File: src/rtl/fir_mc_pkg.sv
// Shared constants, types and the rounding function of the multichannel FIR filter.
package fir_mc_pkg;

   localparam int TAPS      = 64;
   localparam int CHANNELS  = 2;

   localparam int SAMPLE_W  = 24;
   localparam int FRAC_W    = 23;
   localparam int TAP_IDX_W = 6;
   localparam int PROD_W    = 2 * SAMPLE_W;
   localparam int ACC_W     = PROD_W + $clog2(TAPS);

   localparam int PTR_W      = $clog2(TAPS);
   localparam int CH_IDX_W   = (CHANNELS > 1) ? $clog2(CHANNELS) : 1;
   localparam int LINE_AW    = CH_IDX_W + PTR_W;
   localparam int LINE_DEPTH = 1 << LINE_AW;

   localparam int Q_MAX      = (1 << (SAMPLE_W - 1)) - 1;
   localparam int Q_MIN      = -(1 << (SAMPLE_W - 1));
   localparam int ROUND_BIAS = 1 << (FRAC_W - 1);

   localparam logic OP_SAMPLE = 1'b0;
   localparam logic OP_LOAD   = 1'b1;

   typedef struct packed {
      logic load_coef;
      logic start;
      logic issue;
      logic load_out;
   } dp_cmd_type;

   typedef struct packed {
      logic last_tap;
      logic pipe_busy;
      logic out_busy;
   } dp_status_type;

   function automatic logic signed [SAMPLE_W-1:0] round_sat(input logic signed [ACC_W-1:0] acc);
      logic signed [ACC_W:0]        biased;
      logic signed [ACC_W-FRAC_W:0] q;
      logic signed [SAMPLE_W-1:0]   res;
      biased = $signed({acc[ACC_W-1], acc}) + $signed((ACC_W + 1)'(ROUND_BIAS));
      q      = biased[ACC_W:FRAC_W];
      if (q > $signed((ACC_W - FRAC_W + 1)'(Q_MAX))) begin
         res = SAMPLE_W'(Q_MAX);
      end else if (q < $signed((ACC_W - FRAC_W + 1)'(Q_MIN))) begin
         res = SAMPLE_W'(Q_MIN);
      end else begin
         res = q[SAMPLE_W-1:0];
      end
      return res;
   endfunction

endpackage

File: src/rtl/fir_mc_ctrl.sv
// Controller state machine of the multichannel FIR filter.
module fir_mc_ctrl import fir_mc_pkg::*; (
   input  logic          clock,
   input  logic          reset,
   input  logic          req_valid,
   input  logic          req_op,
   input  logic          req_channel,
   output logic          req_ready,
   input  dp_status_type status,
   output dp_cmd_type    cmd
);
   localparam logic [1:0] S_IDLE  = 2'd0;
   localparam logic [1:0] S_MAC   = 2'd1;
   localparam logic [1:0] S_DRAIN = 2'd2;
   localparam logic [1:0] S_DONE  = 2'd3;

   logic [1:0] state_ff;
   logic [1:0] state_in;
   logic       ch_ok;

   assign ch_ok = 32'(req_channel) < 32'(CHANNELS);

   always_comb begin
      state_in  = state_ff;
      req_ready = 1'b0;
      cmd       = '0;
      case (state_ff)
         S_IDLE: begin
            req_ready = 1'b1;
            if (req_valid) begin
               if (req_op == OP_LOAD) begin
                  cmd.load_coef = 1'b1;
               end else if (ch_ok) begin
                  cmd.start = 1'b1;
                  state_in  = S_MAC;
               end
            end
         end
         S_MAC: begin
            cmd.issue = 1'b1;
            if (status.last_tap) begin
               state_in = S_DRAIN;
            end
         end
         S_DRAIN: begin
            if (!status.pipe_busy) begin
               state_in = S_DONE;
            end
         end
         S_DONE: begin
            if (!status.out_busy) begin
               cmd.load_out = 1'b1;
               state_in     = S_IDLE;
            end
         end
         default: begin
            state_in = S_IDLE;
         end
      endcase
   end

   always_ff @(posedge clock) begin
      if (reset) begin
         state_ff <= S_IDLE;
      end else begin
         state_ff <= state_in;
      end
   end

   a_last_tap_drains: assert property (@(posedge clock) disable iff (reset)
      (cmd.issue && status.last_tap) |=> (state_ff == S_DRAIN))
      else $error("last tap did not move to drain");

   a_out_returns_idle: assert property (@(posedge clock) disable iff (reset)
      cmd.load_out |=> (state_ff == S_IDLE && !cmd.issue))
      else $error("result load did not return to idle");

   a_ready_in_idle: assert property (@(posedge clock) disable iff (reset)
      req_ready |-> (state_ff == S_IDLE))
      else $error("request ready outside idle");
endmodule

File: config.mk
export PLATFORM = sky130hd
export DESIGN_NAME = fir_mc_ctrl
export DESIGN_NICKNAME = d
export VERILOG_FILES = /design/src/rtl/fir_mc_pkg.sv /design/src/rtl/fir_mc_ctrl.sv
export SDC_FILE = /design/constraint.sdc
export NUM_CORES = 1
export LEC_CHECK = 0
export ABC_CLOCK_PERIOD_IN_PS = 1600
export BUFFER_PORTS_ARGS = -buffer_cell sky130_fd_sc_hd__buf_2
export CAP_MARGIN = 15
export CORE_AREA = 10 10 47 49
export DETAILED_ROUTE_END_ITERATION = 12
export DIE_AREA = 0 0 57 59
export GPL_ROUTABILITY_DRIVEN = 0
export RECOVER_POWER = 50
export SETUP_SLACK_MARGIN = 0.2
export SYNTH_ARGS = -nofsm -noshare
export SYNTH_HDL_FRONTEND = slang
export SYNTH_SLANG_ARGS = --single-unit
File: constraint.sdc
create_clock -name clock -period 1.6 [get_ports clock]
set_clock_uncertainty 0.05 [all_clocks]
set_input_delay 0.32 -clock clock [delete_from_list [all_inputs] [get_ports clock]]
set_output_delay 0.32 -clock clock [all_outputs]
set_load 0.05 [all_outputs]
==> results of run 1 <==
## cells by family after synthesis
family	synth area share [%]
buffers and inverters	3.90
AO/OA/AOI/OAI	16.9
multiplexers	5.20
adder cells (fa/ha/maj)	26.0
flip-flops	20.8
AND/OR/NAND/NOR	27.3
## power by group
group	internal (uW)	switching, uW
combinational	206	272
clock	82.5	26.1
sequential	71.5	27.2
## final cells by class
| cell class | count | area [um^2] | area share (%) |
|---|---|---|---|
| inverters | 2 | 12.5 | 3.14 |
| repair buffers | 14 | 104 | 26.1 |
| well taps | 16 | 20.0 | 5.03 |
| multi-input cells | 18 | 198 | 49.7 |
| flip-flops and latches | 2 | 41.3 | 10.4 |
| clock buffers | 3 | 22.5 | 5.66 |
## worst max-delay path: stages (launching register included)
cell and delay [ns]:
dfxtp_1 0.39, inv_4 0.06, ha_4 0.18, and3_4 0.15, buf_8 0.14
## synth_stat cells
master / count / area (um^2)
ha_1: 4 / 50.1
and3_1: 1 / 6.26
nor2b_1: 2 / 12.5
inv_1: 2 / 7.51
nand2b_1: 3 / 18.8
a211o_1: 1 / 8.76
dfxtp_1: 2 / 40.0
nor2_1: 3 / 11.3
nand2_1: 1 / 3.75
a22o_1: 1 / 8.76
mux2i_1: 1 / 10.0
a221oi_2: 1 / 15.0
## through the flow
step | worst slack (ns) | hold slack, ns | utilization (%) | power [uW]
3_5_place_dp | 0.113 | 0.452 | 22.9 | 508
2_1_floorplan | 0.175 | 0.329 | - | 463
6_report | 0.0879 | 0.230 | 28.4 | 685
4_1_cts | 0.101 | 0.212 | 27.2 | 674
3_3_place_gp | 0.117 | 0.451 | 22.9 | 505
5_1_grt | 0.0357 | 0.212 | 28.4 | 756
## layer usage
metal | share of wire, % | track usage [%]
met3 | 14 | 4.94
met1 | 39 | 2.85
met2 | 48 | 4.65
met4 | 0 | 3.02
met5 | 0 | 0
## worst min path at each step
stage / end / start
after floorplan: state_ff[0] / reset
after global placement: state_ff[0] / reset
after detailed placement: state_ff[0] / reset
after CTS: state_ff[0] / reset
after global routing: state_ff[0] / reset
final: state_ff[0] / reset
## repair_timing
| item | CTS | global route |
|---|---|---|
| setup buffers | 1 | 2 |
| setup endpoints to repair | 7 | 6 |
| hold buffers | 0 | 0 |
| resized for setup | 10 | 3 |
| pin swaps | 1 | 1 |
==> qor.yml, run 1 <==
run_status:
  outcome: "complete, no violations"
place:
  postPlaceCellArea_um2: 320
  numPortBuffers: 11
  dp.cells: 49
power:
  p_leak_uw: 0.000177
  power_density_nw_per_um2: 1720
  vdd_drop_max_mv: 0.480
cells_and_area:
  fin_cells: 55
  final_layout_size_suffix_gt1_share_pct: 74.4
  n_fill_cell: 162
  antenna_cells: 0
  final_nets: 53
  areaGrowthSynthToFinish_pct: 106
  stdcell_area_um2: 398
  largest_register: "state_ff"
  largest_registers: "state_ff x2"
  layout_common_cells: "buf_2, nand2b_1, clkbuf_4, buf_4"
  largest_reg_flops: 2
  layout_commonest_cell: "buf_2"
cts:
  ctsRootBufferMaster: "clkbuf_4"
  h-tree-depth: 1
  clk_pin_slew_worst_paths_ns: 0.03
  clk_path_buf_depth: 2
  cts_buffers: 3
  cts_tree: "done"
  clkLatencyLatePin_ns: 0.22
  clock_sinks: 2
setup_path:
  crit_path_end_kind: "output pin"
  crit_fanout: 5
  arrival_ns: 1.14
  r2r_cells: 5
  cp-start-kind: "register"
  r2r_start: "state_ff[0]"
  endpoint: "cmd[3]"
  path_class: "register to output pin"
  cp-startpoint: "state_ff[0]"
  worst-endpoint-required_ns: 1.23
  ff2ff_setup_slack_ns: 0.10
  r2r_end: "state_ff[0]"
die:
  initial_core_util_pct: 13.8
  die_area_um2: 3360
  row_count: 14
  io_pins: 13
  fp.coreArea_um2: 1400
  fp.dieW_um: 57
  chipHeight_um: 59
detailed_routing:
  drt-initial-drc-count: 2
  antenna_left: 0
  routed_via_density: 3.91
  routed_wl_um: 544
  wl_per_cell_um: 9.89
  vias: 215
  post-route-drc-count: 0
  firstDrtPassIters: 2
worst_hold_path:
  hold_path_depth: 2
  min-delay-path-class: "input pin to register"
sta:
  setup_viol: 0
  setup_tns_ns: 0
  hold_viol: 0
  slew_headroom_pct: 81.6
  fin_crit_sh_pct: 94.5
  rsz0062_at_grt: "true"
  fmax_mhz: 661
  worstMarginPinSlew_ns: 0.278
  min_period_ns: 1.51
  slew_violations: 0
grt:
  grt_remaining_overflow: 0
  grt_usage_pct: 3.71
  antenna_found_initial: 0
  grt_pass1_wl_um: 848
  grt_pass1_vias: 206
  grt_max_degree: 6
yosys:
  synth_nets: 34
  yosysWarnings: 0
  syn_inst: 22
  yosys.cell_types.count: 12
  postSynthAreaPerCell_um2: 8.76
  synth_area_um2: 193
  ys_seq_area_share_pct: 20.8
  ys_ff_latch: 2
run:
  drv_cap: 0
(Power assumes the default switching activity.)
==> run 2, diff against run 1 <==
Settings changed: ABC_AREA from default to 1.
==> run 2 against run 1 <==
- cell count grew 24%
- wire length grew 14%
- sequential share of layout area grew 0.91 points
==> qor.yml, run 2 <==
yosys:
  ys_ff_latch: 2  # unchanged
  synth_nets: 46  # +35%
  synth_top_cell_by_area: "ha_1"
  ys_seq_area_share_pct: 20.1  # -0.65 points
  yosys-mux-area-fraction_pct: 0  # -5.2 points
  synth_ff_type: "dfxtp_1"
  postSynthAreaPerCell_um2: 5.85  # -33%
  yosys.cell_types.count: 7  # -5
  syn_inst: 34  # +55%
  netlist_top_cells_count: "nand2_1, nor2_1, inv_1"
  synth_compound_area_share_pct: 0  # -17 points
  synth_top_area_share_pct: 25.2  # -0.82 points
  ys_top_cells_by_area: "ha_1, nand2_1, dfxtp_1"
  synthAdderAreaFrac_pct: 25.2  # -0.82 points
  synth_area_um2: 199  # +3.2%
  yosysWarnings: 0  # unchanged
  synth_top_family_by_area: "simple AND/OR/NAND/NOR gates"
  yosys.area_share.simple_pct: 41.5  # +14 points
  async_flop_share_pct: 0  # unchanged
  synth_xor_xnor_area_share_pct: 0  # unchanged
  synth_edf_count: 0  # unchanged
  yosys.cell_count.top_type: "nand2_1"
grt:
  antenna_found_initial: 0  # unchanged
  grt_max_degree: 5  # -1
  grt_pass1_wl_um: 979  # +15%
  grt_pass1_vias: 256  # +24%
  grt_remaining_overflow: 0  # unchanged
  grt_usage_pct: 3.85  # +0.14 points
power:
  p_switching_uw: 390  # +20%
  p_leak_uw: 0.000215  # +21%
  vdd_drop_max_mv: 0.594  # +24%
  clkPwrFrac_pct: 14.3  # -1.5 points
  pwr-share-seq_pct: 14.0  # -0.4 points
  power.internal_uw: 381  # +5.9%
  power_density_nw_per_um2: 1930  # +12%
  swShare_pct: 50.6  # +3.1 points
  pwr-share-comb_pct: 71.7  # +1.9 points
  totalPowerFinal_uw: 771  # +13%
detailed_routing:
  drt-initial-drc-count: 0  # -2
  firstDrtPassIters: 1  # -1
  vias: 246  # +14%
  antenna_left: 0  # unchanged
  wl_per_cell_um: 9.10  # -8.0%
  routed_wl_um: 619  # +14%
  post-route-drc-count: 0  # unchanged
  routed_via_density: 3.62  # -7.5%
sta:
  rsz0062_at_grt: "true"
  setup_viol: 0  # unchanged
  fin_crit_sh_pct: 91.9  # -2.6 points
  setup_tns_ns: 0  # unchanged
  slew_violations: 0  # unchanged
  worstMarginPinSlew_ns: 0.280  # +0.00242 ns
  fmax_mhz: 680  # +2.8%
  slew_headroom_pct: 81.4  # -0.16 points
  min_period_ns: 1.47  # -0.0413 ns
  hold_viol: 0  # unchanged
cells_and_area:
  n_fill_cell: 167  # +3.1%
  stdcell_area_um2: 399  # +0.31%
  final_layout_size_suffix_gt1_share_pct: 53.8  # -21 points
  regArea_um2: 45.0  # +9.1%
  final_nets: 66  # +25%
  layout_common_cells: "nand2_1, buf_2, nor2_1, inv_1, buf_4"
  layout_commonest_cell: "nand2_1"
  antenna_cells: 0  # unchanged
  largest_registers: "state_ff x2"
  multiInputGateArea_um2: 175  # -11%
  areaGrowthSynthToFinish_pct: 101
  largest_register: "state_ff"
  largest_reg_flops: 2  # unchanged
worst_hold_path:
  min-delay-path-class: "input pin to register"
cts:
  cts_tree: "done"
  clk_path_buf_depth: 2  # unchanged
  h-tree-depth: 1  # unchanged
  cts_buffers: 3  # unchanged
  ctsHoldBuffers: 0  # unchanged
  clkLatencyLatePin_ns: 0.22  # about the same
  ctsRootBufferMaster: "clkbuf_4"
  clk_pin_slew_worst_paths_ns: 0.03  # about the same
  clock_sinks: 2  # unchanged
setup_path:
  arrival_ns: 1.10  # -0.04 ns
  worst-endpoint-required_ns: 1.23  # about the same
  crit_fanout: 4  # -1
  crit_path_end_kind: "output pin"
  path_class: "register to output pin"
  cp-start-kind: "register"
place:
  postPlaceCellArea_um2: 307  # -4.3%
  dp_hpwl_um: 429
  numPortBuffers: 11  # unchanged
die:
  chipHeight_um: 59  # unchanged
  row_count: 14  # unchanged
  fp.dieW_um: 57  # unchanged
  initial_core_util_pct: 14.2  # +0.45 points
  io_pins: 13  # unchanged
  die_area_um2: 3360  # unchanged
  fp.coreArea_um2: 1400  # unchanged
run_status:
  outcome: "complete, no violations"
run:
  drv_cap: 0  # unchanged
## run 2: cell count changes in the layout (fill, tap and decap cells not counted), moves of 2 or more
cell      previous run  this run
nand2_4              0         2
nand2_1              0         9
ha_1                 1         3
nor2_1               2         6
nand2b_1             3         0
inv_1                0         5
## run 2: layout make-up
cell class | count | area share, %
sequential | 2 | 11.3
inverter | 7 | 7.21
timing repair buffer | 15 | 27.0
multi-input combinational | 25 | 43.9
clock buffer | 3 | 5.64
tap | 16 | 5.02
## run 2: power groups by stage
stage	logic [uW]	registers (uW)	clock network, uW
2_1_floorplan	391	93.5	0
4_1_cts	544	103	117
3_5_place_dp	445	99.3	0
5_1_grt	615	112	129
6_report	553	108	111
3_3_place_gp	442	98.2	0
## run 2: metal layers
layer	GRT usage (%)	wire [um]	up-vias
met5	0	0	-
met4	3.02	0	0
met3	4.08	96	0
met2	5.12	279	13
met1	3.35	242	98
li1	-	-	135
## run 2: final timing paths
check / from / endpoint / slack [ns] / depth (start not counted)
max: state_ff[1] / cmd[3] / 0.13 / 5
min: reset / state_ff[1] / 0.28 / 4
max reg2reg: state_ff[0] / state_ff[0] / 0.20 / 9
min reg2reg: state_ff[0] / state_ff[0] / 0.47 / 2
## run 2: timing repair
action,CTS,global route
setup buffers,3,1
resized for setup,12,5
pin swaps,3,1
setup endpoints to repair,5,7
## run 2: through the flow
stage	hold WS, ns	cells	setup slack, ns	utilization, %
floorplan	0.425	34	0.148	-
global placement	0.484	61	0.201	21.9
detailed placement	0.499	61	0.195	21.9
CTS	0.278	67	0.135	27.7
global route	0.298	68	0.0573	28.5
finish	0.279	68	0.129	28.5
## run 2: critical path, stage by stage, from the launching register on
cell and delay [ns]:
dfxtp_4 0.34, inv_4 0.06, ha_4 0.16, nand2_4 0.06
nor2_4 0.09, buf_8 0.15
## run 2: logic make-up (layout without fill, tap and decap cells)
family / Yosys count / count (layout)
adders and majority gates: 4 / 4
buffers and inverters: 7 / 25
DFF: 2 / 2
and+or+nand+nor: 21 / 21
==> run 3, diff against run 2 <==
Settings changed: CORE_AREA 10 10 47 49 to 5 5 42 44, DIE_AREA 0 0 57 59 to 0 0 47 49, SETUP_SLACK_MARGIN 0.2 to default.
==> run 3 against run 2 <==
- critical path depth did not move
- first-iteration DRC count rose by 3
- non-clock buffer count fell by 4
- critical endpoint unchanged
- critical path type unchanged
- combinational power fell by 21%
- via count fell by 6.5%
- clock-buffer cell count did not move
- power fell by 16%
- sequential power fell by 5%
- core utilization fell by 4.7 points
- clock power barely moved
==> qor.yml, run 3 (synthesis gave the netlist of run 2 again) <==
cells_and_area:
  final_layout_size_suffix_gt1_share_pct: 43.8  # -10 points
  layout_commonest_cell: "nand2_1"
  layout_common_cells: "nand2_1, buf_2, nor2_1, inv_1"
  largest_reg_flops: 2  # unchanged
  final_nets: 62  # -6.1%
  n_fill_cell: 171  # +2.4%
  stdcell_area_um2: 333  # -17%
  fin_cells: 64  # -5.9%
  largest_register: "state_ff"
  largest_registers: "state_ff x2"
  antenna_cells: 0  # unchanged
  areaGrowthSynthToFinish_pct: 67.3
cts:
  ctsRootBufferMaster: "clkbuf_4"
  cts_setup_buffers: 0  # -3
  clk_path_buf_depth: 2  # unchanged
  cts_buffers: 3  # unchanged
  cts-resized-gates: 4  # -8
  clock_sinks: 2  # unchanged
  cts_tree: "done"
  clk_pin_slew_worst_paths_ns: 0.03  # about the same
  h-tree-depth: 1  # unchanged
  clkLatencyLatePin_ns: 0.23  # about the same
  ctsHoldBuffers: 0  # unchanged
die:
  initial_core_util_pct: 14.2  # unchanged
  chipHeight_um: 49  # -17%
  row_count: 14  # unchanged
  fp.coreArea_um2: 1400  # unchanged
  fp.dieW_um: 47  # -18%
  io_pins: 13  # unchanged
  die_area_um2: 2300  # -32%
place:
  dp.cells: 61  # unchanged
  numPortBuffers: 11  # unchanged
  postPlaceCellArea_um2: 292  # -4.9%
  dp_slack_ns: 0.154  # -0.0402 ns
setup_path:
  crit_fanout: 5  # +1
  path_class: "register to output pin"
  cp-start-kind: "register"
  worst-endpoint-required_ns: 1.23  # about the same
  arrival_ns: 1.12  # +0.02 ns
  crit_path_end_kind: "output pin"
power:
  p_leak_uw: 0.000186  # -14%
  totalPowerFinal_uw: 650  # -16%
  power_density_nw_per_um2: 1950  # +1.1%
  vdd_drop_max_mv: 0.481  # -19%
sta:
  setup_tns_ns: 0  # unchanged
  setup_viol: 0  # unchanged
  worst_slack_ns: 0.107  # -0.0224 ns
  hold_viol: 0  # unchanged
  slew_violations: 0  # unchanged
  fin_crit_sh_pct: 93.3  # +1.4 points
  slew_headroom_pct: 81.6  # +0.21 points
  rsz0062_at_grt: "false"
  min_period_ns: 1.49  # +0.0224 ns
  fmax_mhz: 670  # -1.5%
  worstMarginPinSlew_ns: 0.277  # -0.00320 ns
detailed_routing:
  firstDrtPassIters: 2  # +1
  drt-initial-drc-count: 3  # +3
  routed_wl_um: 456  # -26%
  antenna_left: 0  # unchanged
  wl_per_cell_um: 7.13  # -22%
  post-route-drc-count: 0  # unchanged
  vias: 230  # -6.5%
  routed_via_density: 3.59  # -0.66%
run:
  drv_cap: 0  # unchanged
grt:
  antenna_found_initial: 0  # unchanged
  grt_max_degree: 6  # +1
  top_usage_layer: "met2"
  grt_pass1_wl_um: 752  # -23%
  grt_pass1_vias: 199  # -22%
  grt_use_met3_pct: 5.54  # +1.5 points
  grtUsageMet2_pct: 6.11  # +0.99 points
  use_met1_pct: 5.02  # +1.7 points
  grt_usage_pct: 4.99  # +1.1 points
  grt_remaining_overflow: 0  # unchanged
worst_hold_path:
  min-delay-path-class: "input pin to register"
run_status:
  outcome: "complete, no violations"
[run 3: cell count changes in the layout (fill, tap and decap cells not counted), sizes merged]
cell  change
buf       -4
[run 3: stage by stage]
step	utilization, %	hold WS [ns]
after CTS	23.8	0.278
after global routing	23.8	0.298
after global placement	20.8	0.475
after floorplan	-	0.425
final	23.8	0.280
after detailed placement	20.8	0.480
[run 3: layer usage]
metal / up-vias / part of all wire [%]
met5: - / 0
met4: 0 / 0
met3: 0 / 18
met2: 13 / 41
met1: 91 / 40
li1: 126 / -
[run 3: final timing paths]
path,from,end,slack [ns],cells after the start
worst min register to register,state_ff[0],state_ff[0],0.47,2
worst min-delay path,reset,state_ff[1],0.28,4
worst max register to register,state_ff[1],state_ff[0],0.26,8
worst max-delay path,state_ff[0],cmd[3],0.11,5
[run 3: cell type report]
type                       count  area (um^2)  share of cell area (%)
clock buffer                   3         22.5                    6.77
inverter                       7         26.3                    7.89
multi-input combinational     25          158                    47.4
sequential                     2         42.5                    12.8
tap                           16         20.0                    6.02
timing repair buffer          11         63.8                    19.2
[run 3: power breakdown]
part | internal, uW | switching [uW]
combinational | 141 | 293
sequential | 77.1 | 26.3
clock | 82.8 | 29.4
[run 3: critical path, cell delays in order (launching register included)]
cell     delay [ns]
dfxtp_2        0.33
inv_2          0.08
ha_4           0.15
nand2_1        0.10
nor2_4         0.09
buf_6          0.16
